**src/smalu_pkg.sv**
```systemverilog
package smalu_pkg;

   localparam int MagWidth  = 15;
   localparam int WordWidth = MagWidth + 1;

   localparam logic [WordWidth-1:0] SignBit = 16'h8000;
   localparam logic [MagWidth-1:0]  MagMax  = 15'h7FFF;

   typedef enum logic [2:0] {
      CMD_ADD = 3'd0,
      CMD_SUB = 3'd1,
      CMD_MUL = 3'd2,
      CMD_DIV = 3'd3,
      CMD_REM = 3'd4,
      CMD_CMP = 3'd5
   } cmd_type;

   localparam logic [1:0] ORD_EQ = 2'd0;
   localparam logic [1:0] ORD_GT = 2'd1;
   localparam logic [1:0] ORD_LT = 2'd2;

   // one pipeline slot, handed from cell to cell
   typedef struct packed {
      logic                 valid;
      logic                 is_div;
      logic                 is_rem;
      logic                 sign;
      logic [MagWidth-1:0]  divisor;
      logic [MagWidth-1:0]  dividend;
      logic [MagWidth-1:0]  remainder;
      logic [MagWidth-1:0]  quotient;
      logic [WordWidth-1:0] word;
      logic                 overflow;
      logic                 div_zero;
      logic [1:0]           order;
   } stage_type;

endpackage

```
**src/smalu_front.sv**
```systemverilog
module smalu_front (
   input  logic                  clock,
   input  logic                  reset,
   input  logic                  enable,
   input  logic                  in_valid,
   input  logic [2:0]            command,
   input  logic [15:0]           operand_a,
   input  logic [15:0]           operand_b,
   output smalu_pkg::stage_type  out_stage
);
   import smalu_pkg::*;

   stage_type stage_ff, stage_in;

   logic                 sa, sb, sb_eff;
   logic [MagWidth-1:0]  ma, mb, pos, neg;
   logic [WordWidth-1:0] sum, sum_word;
   logic                 sum_ovf;
   logic [2*MagWidth-1:0] prod;
   logic [1:0]           ord;

   always_comb begin
      sa = operand_a[WordWidth-1];
      sb = operand_b[WordWidth-1];
      ma = operand_a[MagWidth-1:0];
      mb = operand_b[MagWidth-1:0];
      sb_eff = (command == CMD_SUB) ? ~sb : sb;

      // signed magnitude add, subtract folds into it with b's sign flipped
      sum = {1'b0, ma} + {1'b0, mb};
      pos = sa ? mb : ma;
      neg = sa ? ma : mb;
      sum_ovf = 1'b0;
      if (sa == sb_eff) begin
         sum_ovf  = sum[WordWidth-1];
         sum_word = sum_ovf ? '0 : (sum | (sa ? SignBit : '0));
      end else if (neg > pos) begin
         sum_word = {1'b1, neg - pos};
      end else begin
         sum_word = {1'b0, pos - neg};
      end

      prod = ma * mb;

      if (operand_a == operand_b)
         ord = ORD_EQ;
      else if (sa && sb)
         ord = (ma < mb) ? ORD_GT : ORD_LT;
      else if (sa)
         ord = ORD_LT;
      else if (sb)
         ord = ORD_GT;
      else
         ord = (ma > mb) ? ORD_GT : ORD_LT;
   end

   always_comb begin
      stage_in           = '0;
      stage_in.valid     = in_valid;
      stage_in.divisor   = mb;
      stage_in.dividend  = ma;
      case (command)
         CMD_ADD, CMD_SUB: begin
            stage_in.word     = sum_word;
            stage_in.overflow = sum_ovf;
         end
         CMD_MUL: begin
            if (prod[2*MagWidth-1:MagWidth] != '0) begin
               stage_in.overflow = 1'b1;
            end else begin
               stage_in.word = {sa ^ sb, prod[MagWidth-1:0]};
            end
         end
         CMD_DIV: begin
            stage_in.div_zero = (mb == '0);
            stage_in.is_div   = (mb != '0);
            stage_in.sign     = sa ^ sb;
         end
         CMD_REM: begin
            stage_in.div_zero = (mb == '0);
            stage_in.is_rem   = (mb != '0);
            stage_in.sign     = sa & ~sb;
         end
         CMD_CMP: begin
            stage_in.order = ord;
         end
         default: begin
            stage_in.word = '0;
         end
      endcase
   end

   always_ff @(posedge clock) begin
      if (reset) begin
         stage_ff <= '0;
      end else if (enable) begin
         stage_ff <= stage_in;
      end
   end

   assign out_stage = stage_ff;

endmodule

```
**src/smalu_div_cell.sv**
```systemverilog
module smalu_div_cell (
   input  logic                  clock,
   input  logic                  reset,
   input  logic                  enable,
   input  smalu_pkg::stage_type  in_stage,
   output smalu_pkg::stage_type  out_stage
);
   import smalu_pkg::*;

   stage_type           stage_ff, stage_in;
   logic [MagWidth:0]   trial;

   // one restoring division step: bring down the next dividend bit
   always_comb begin
      stage_in = in_stage;
      trial    = {in_stage.remainder, in_stage.dividend[MagWidth-1]};
      stage_in.dividend = {in_stage.dividend[MagWidth-2:0], 1'b0};
      if (trial >= {1'b0, in_stage.divisor}) begin
         stage_in.remainder = MagWidth'(trial - {1'b0, in_stage.divisor});
         stage_in.quotient  = {in_stage.quotient[MagWidth-2:0], 1'b1};
      end else begin
         stage_in.remainder = trial[MagWidth-1:0];
         stage_in.quotient  = {in_stage.quotient[MagWidth-2:0], 1'b0};
      end
   end

   always_ff @(posedge clock) begin
      if (reset) begin
         stage_ff <= '0;
      end else if (enable) begin
         stage_ff <= stage_in;
      end
   end

   assign out_stage = stage_ff;

endmodule

```
**src/sign_magnitude_alu16_top.sv**
```systemverilog
// pipeline: an accepted req beat passes the front cell, 15 divide cells at one quotient bit
// each and the output register before rsp_tvalid rises
// throughput: one beat per cycle unless the skid is full; every command uses the same cell row
// req_tready is registered; a two-entry output skid holds results while rsp_tready is low
// synchronous active-high reset empties the cell row and the output stage
module sign_magnitude_alu16_top (
   input  logic        clock,
   input  logic        reset,
   input  logic        req_tvalid,
   output logic        req_tready,
   input  logic [39:0] req_tdata,   // command[2:0], operand_a[18:3], operand_b[34:19], zero
   output logic        rsp_tvalid,
   input  logic        rsp_tready,
   output logic [23:0] rsp_tdata    // result_word[15:0], overflow[16], divide_by_zero[17],
                                    // order[19:18], zero
);
   import smalu_pkg::*;

   stage_type chain [MagWidth+1];

   logic        advance;
   logic [19:0] last_res;
   logic [19:0] out_data_ff, skid_data_ff;
   logic        out_valid_ff, skid_valid_ff;

   assign advance    = ~skid_valid_ff;
   assign req_tready = advance;

   smalu_front u_front (
      .clock     (clock),
      .reset     (reset),
      .enable    (advance),
      .in_valid  (req_tvalid),
      .command   (req_tdata[2:0]),
      .operand_a (req_tdata[18:3]),
      .operand_b (req_tdata[34:19]),
      .out_stage (chain[0])
   );

   for (genvar i = 0; i < MagWidth; i++) begin : g_cell
      smalu_div_cell u_cell (
         .clock     (clock),
         .reset     (reset),
         .enable    (advance),
         .in_stage  (chain[i]),
         .out_stage (chain[i+1])
      );
   end

   always_comb begin
      last_res = {chain[MagWidth].order, chain[MagWidth].div_zero,
                  chain[MagWidth].overflow, chain[MagWidth].word};
      if (chain[MagWidth].is_div)
         last_res[15:0] = {chain[MagWidth].sign, chain[MagWidth].quotient};
      else if (chain[MagWidth].is_rem)
         last_res[15:0] = {chain[MagWidth].sign, chain[MagWidth].remainder};
   end

   always_ff @(posedge clock) begin
      if (reset) begin
         out_valid_ff  <= 1'b0;
         skid_valid_ff <= 1'b0;
      end else if (skid_valid_ff) begin
         if (rsp_tready) begin
            out_data_ff   <= skid_data_ff;
            skid_valid_ff <= 1'b0;
         end
      end else if (!out_valid_ff || rsp_tready) begin
         out_data_ff  <= last_res;
         out_valid_ff <= chain[MagWidth].valid;
      end else if (chain[MagWidth].valid) begin
         skid_data_ff  <= last_res;
         skid_valid_ff <= 1'b1;
      end
   end

   assign rsp_tvalid = out_valid_ff;
   assign rsp_tdata  = {4'b0, out_data_ff};

endmodule
```
**config.mk**
```make
export PLATFORM = sky130hd
export DESIGN_NAME = sign_magnitude_alu16_top
export DESIGN_NICKNAME = d
export VERILOG_FILES = /design/src/smalu_pkg.sv /design/src/smalu_front.sv /design/src/smalu_div_cell.sv /design/src/sign_magnitude_alu16_top.sv
export SDC_FILE = /design/constraint.sdc
export NUM_CORES = 2
export LEC_CHECK = 0
export BUFFER_PORTS_ARGS = -buffer_cell sky130_fd_sc_hd__buf_2
export CAP_MARGIN = 15
export CORE_MARGIN = 2
export CORE_UTILIZATION = 50
export CTS_CLUSTER_SIZE = 16
export DETAILED_ROUTE_END_ITERATION = 16
export PLACE_DENSITY = 0.64
export SYNTH_ARGS = -nofsm -noshare
export SYNTH_HDL_FRONTEND = slang
export SYNTH_SLANG_ARGS = --single-unit
```
**constraint.sdc**
```tcl
create_clock -name clock -period 13.6 [get_ports clock]
set_input_delay 2.72 -clock clock [delete_from_list [all_inputs] [get_ports clock]]
set_output_delay 2.72 -clock clock [all_outputs]
set_load 0.03 [all_outputs]
```
After elaboration in Yosys (flattened, before gate mapping):

Cells that the tools add are included.

* add/subtract/negate cells: 18
* multipliers: 1
* divide/modulo/power cells: 0
* magnitude comparators: 18
* equal/unequal tests: 8
* shift-type cells: 0
* multiplexer cells: 47
* bitwise gates (word level): 7
* reductions and logical operators: 13

Operator list (count)
* two-way mux 30 bit: 15
* subtractor 15 bit: 16
* >= comparator 16 x 15 -> 1 bit: 14
* two-way mux 16 bit: 7
* two-way mux 20 bit: 3
* case mux 16 bit (2 select lines): 1
* > comparator 15 bit: 2
* multiplier 15 x 15 -> 30 bit: 1
* two-way mux 15 bit: 2
* nonzero test 15 bit: 2
* adder 15 x 15 -> 16 bit: 1
* == test 16 bit: 1
* OR 16 bit: 1
* >= comparator 1 x 15 -> 1 bit: 1
* zero test 15 bit: 1
* less-than comparator 15 bit: 1
* subtractor 1 x 15 -> 15 bit: 1
* two-way mux 2 bit: 7
* two-way mux 1 bit: 10
* == test 3 x 2 -> 1 bit (second input constant): 2
* == test 3 bit (second input constant): 2
* inverter 1 bit: 4
* case mux 1 bit (2 select lines): 2
* AND reduction 4 bit: 1
* 13 further kinds: 14

* bits in registers: 1207
* bits in latches: 0
* bits in writable memories: 0
* memory bits (read-only): 0
* bits of input ports: 44
* output and inout bits: 26
* logic and storage cells: 304
* memories: 0

Longest topological paths before layout:

* word-level depth: 7
* gate-level depth with buffers: 28
* depth with buffers taken out: 27

Hierarchy:

A second synthesis with hierarchy kept.

* cells, all modules: 7962
* area total of the unflattened synthesis: 73491.7 µm²

By module, submodules not included
* smalu_div_cell: times used 15, cells an instance 422, area an instance 3933.8 µm², seq. area each 1661.6 µm²
* smalu_front: times used 1, cells an instance 1516, area an instance 12429.4 µm², seq. area each 1081.0 µm²
* sign_magnitude_alu16_top: times used 1, cells an instance 116, area an instance 2055.7 µm², seq. area each 1241.2 µm²

Worst setup path before layout:

Ideal clock, no wire load.

* kind: input-to-reg
* start: input req_tdata[24]
* end: register u_front.stage_ff (netlist bit u_front.out_stage[6])
* setup time: 0.074 ns
* data arrival time: 9.252 ns
* required time: 13.526 ns
* slack: 4.274 ns
* stages on the path: 26
* buffers on the path: 4
* cells stage by stage: clkbuf_1 -> clkbuf_1 -> nand2_1 -> fa_1 -> inv_1 -> fa_1 -> inv_1 -> fa_1 -> fa_1 -> fa_1 -> inv_1 -> fa_1 -> ha_1 -> clkbuf_1 -> a21o_1 -> a31oi_1 -> nor2_1 -> o31a_1 -> a2111oi_0 -> nand4_1 -> a2111oi_0 -> o2111ai_1 -> nor3_2 -> nand3_1 -> clkbuf_1 -> o21ai_0

* word-level cells in the longest chain between the ends: 5
* elaborated cells on any way between the ends: 11
* those cells by class: 1 x add/sub; 1 x mul; 1 x order compare; 7 x mux; 1 x reduce/logical

Ends and longest elaborated chain
* from (decl): line sign_magnitude_alu16_top.sv:11 `input logic [39:0] req_tdata,`
* branches (longest 4 deep; another with multiplier 15 x 15 -> 30 bit)
* case mux 16 bit (2 select lines) (*): line smalu_front.sv:62 `case (command)`
* to (signal assigned): line smalu_front.sv:97 `stage_ff <= stage_in;`
* to (decl): line smalu_front.sv:13 `stage_type stage_ff, stage_in;`

Mark *: on every way between the ends.
A chain may end at the register's enable or synchronous reset.

Worst setup path in the final report:

* start: input req_tdata[21]
* end: register u_front.stage_ff (netlist bit u_front.out_stage[11])

* word-level cells in the longest chain between the ends: 5
* elaborated cells on any way between the ends: 14
* those cells by class: 3 x add/sub; 1 x mul; 1 x order compare; 7 x mux; 1 x bitwise; 1 x reduce/logical

Ends and longest elaborated chain (line)
* branches (longest 4 deep; another with multiplier 15 x 15 -> 30 bit)
* case mux 16 bit (2 select lines) (*): smalu_front.sv:62

Marks and branches as above.

==> metrics.csv <==
stage;metric;value;unit
status;run_status;finished, final reports clean;
logic_synthesis;synth-seq-cells;1116;
setup_path;crit_required;14.25;ns
detailed_routing;wl_per_cell;16.87;um
finish;area_growth;8.679;%
logic_synthesis;synth_top_area_share;35.71;%
logic_synthesis;synthCells;6770;
logic_synthesis;synth_common_cells;1,264 x nor2_1, 1,076 x dfxtp_1, 847 x mux2i_1;
floorplanning;core;119800;um^2
setup_path;cp_slowest_cell;a2111oi_0;
setup_path;crit_fanout;20;
sta;drv_slew;0;
placement;place_congestion;0.8893;
detailed_routing;drtIter0Drc;2890;
detailed_routing;first_pass_iters;5;
sta;worst_pin_slew;1.302;ns
sta;fin_crit_sh;79.20;%
floorplanning;ios;70;
sta;rsz0062_at_grt;false;
logic_synthesis;synth_async_sr_flop_share;0;%
global_route;grt_usage;22.68;%
placement;io_buffers;60;
setup_path;cp.arrival;11.42;ns
sta;relSlewSlack;13.18;%
clocking;postCtsHoldBufs;0;
floorplanning;die_h;351.3;um
sta;setup_viol;0;
clocking;worstSkewPairLatency;0.75;ns
clocking;htree_levels;3;
logic_synthesis;synth_most_common_cell;nor2_1;
clocking;cts_resized;0;
logic_synthesis;synth_cell_types;89;
logic_synthesis;synth_top_area_cell;dfxtp_1;
power_and_ir_drop;p_leak;24.57;nW
clocking;cts_buffer_depth;3;
setup_path;crit_top_cell;fa_1;
detailed_routing;antenna_left;0;
power_and_ir_drop;p_per_area;187.1;nW/um^2
finish;nets;7177;
floorplanning;rows;127;
logic_synthesis;synth-seq-area-share;37.70;%
logic_synthesis;synth_area_per_cell;8.909;um^2
logic_synthesis;synth_ff_type;dfxtp_1;
setup_path;path_class;primary input to flip-flop;
logic_synthesis;synth_area_leaders;dfxtp_1 36%, mux2i_1 14%, nor2_1 7.9%, ha_1 7.1%, fa_1 6.0%;
floorplanning;initial_core_util;50.34;%
placement;dp_hpwl;95490;um
clocking;cts_root_buffer;clkbuf_16;
sta;skew;0.05829;ns
logic_synthesis;synth_edf_count;40;
setup_path;crit_path_max_incr_delay;0.70;ns
clocking;cts_tree;built;
sta;finalHoldViolations;0;
global_route;grt_pass1_wl;230200;um
logic_synthesis;syn_area;60320;um^2
floorplanning;dieArea;123400;um^2
floorplanning;fp.dieW;351.3;um
global_route;grt_max_degree;193;
flow_run;max-cap-violations;0;
finish;drive_above_1_share;5.398;%
clocking;cts_setup_buffers;0;
setup_path;end_kind;flip-flop;
logic_synthesis;synth_warnings;0;
global_route;antenna_found_initial;5;
worst_hold_path;min_path_type;flip-flop to flip-flop;
global_route;grt_pass1_vias;43520;
setup_path;worstPathCellList;buf_2 -> inv_1 -> nor2_1 -> ha_1 -> inv_1 -> fa_1 -> fa_1 -> fa_1 -> fa_1 -> fa_1 -> inv_1 -> ha_1 -> a21o_1 -> a31oi_1 -> nor2_1 -> o31a_1 -> a2111oi_0 -> nand4_1 -> a2111oi_0 -> o2111ai_1 -> nor3_2 -> nand3_1 -> a211o_1 -> nand2_1;
sta;fin_setup_tns;0;ns
sta;fin_crit;10.77;ns
sta;fmax;92.83;MHz
clocking;cts_num_sinks;1116;
global_route;grt-ovfl-total;0;
detailed_routing;wl;140400;um
detailed_routing;drcViolationCount;0;
clocking;cts.reportedPaths.clkPinSlew;0.06;ns
sta;hold_slack;0.4616;ns
power_and_ir_drop;peakVddDrop;339.2;uV
clocking;cts_buffers;114;
detailed_routing;vias;45280;
detailed_routing;via_per_inst;5.443;
setup_path;cp-start-kind;primary input;
## power by group
part           total [mW]  internal [mW]  switching [mW]
Clock                3.19           1.86            1.33
Combinational        5.40           2.17            3.23
Sequential           3.67           3.51           0.165
## cells by family (layout without fill, tap and decap cells)
family          after synthesis  in the layout  share of synthesized area (%)
simple gates               2239           2239                          16.06
flops                      1116           1116                          37.70
compound gates              964            964                          10.79
buf+inv                     917            850                          5.810
mux                         872            872                          14.52
fa+ha+maj                   523            523                          13.10
xor+xnor                    138            138                          2.004
other cells                   1              6                       0.006217
## final timing paths
| kind | slack [ns] | cells after the start | from | endpoint |
|---|---|---|---|---|
| hold reg to reg | 0.46 | 2 | g_cell[9].u_cell.out_stage[83] | g_cell[10].u_cell.out_stage[83] |
| setup reg to reg | 9.07 | 6 | skid_valid_ff | g_cell[2].u_cell.out_stage[40] |
| setup / recovery | 2.83 | 24 | req_tdata[21] | u_front.out_stage[11] |
| hold / removal | 0.46 | 2 | g_cell[9].u_cell.out_stage[83] | g_cell[10].u_cell.out_stage[83] |
## worst max-delay path: cells and delay by family
| family | cells | cell delay [ns] |
|---|---|---|
| AO/OA/AOI/OAI | 7 | 2.77 |
| buffers and inverters | 4 | 0.78 |
| adder cells (fa/ha/maj) | 7 | 3.18 |
| AND/OR/NAND/NOR | 6 | 1.94 |
## sequential cells by signal, summed over array words and instances, names as in the netlist
name / flops
g_cell.u_cell.out_stage: 1020
u_front.out_stage: 54
skid_data_ff: 20
skid_valid_ff: 1
rsp_tvalid: 1
out_data_ff: 20
## cell usage in the layout (no fill, tap or decap), drive strengths merged, types with 76 or more instances in the layout
master  synthesis  layout
a211oi         93      93
a21o           76      76
a21oi         209     209
and2          100     100
buf           109     108
clkbuf        278     169
dfxtp        1076    1076
fa            181     181
ha            342     342
inv           529     532
mux2i         847     847
nand2         373     373
nor2         1265    1265
nor3          191     191
o21ai         232     232
xnor2          85      85
## metrics by stage
step	utilization [%]	power, mW	setup WS, ns	cell area (um^2)	instances
2_1_floorplan	-	7.808	4.274	60330	6773
3_3_place_gp	51.42	9.046	2.270	61610	8106
3_5_place_dp	51.42	9.100	2.189	61610	8106
4_1_cts	54.71	12.36	2.934	65550	8318
5_1_grt	54.71	13.18	2.533	65550	8319
6_report	54.71	12.27	2.828	65550	8320
## cell type report
type                            count  area [um^2]
Clock buffer                      169         3372
Inverter                          530         1994
Antenna cell                        2        5.005
Sequential cell                  1116        22750
Timing Repair Buffer              108        720.7
Multi-Input combinational cell   4740        34130
Tap cell                         1612         2017
Clock inverter                     43        563.0
Fill cell                       11010        54260
## layer usage
layer  global-route usage (%)  share of wire (%)  vias up
met5                        0                  0        -
met4                    7.963                3.4        0
met3                    2.565                3.4      248
met2                    38.27                 47      796
met1                    30.01                 46    21570
li1                         -                  -    22670
No activity file was read; power rests on OpenSTA's default activity.
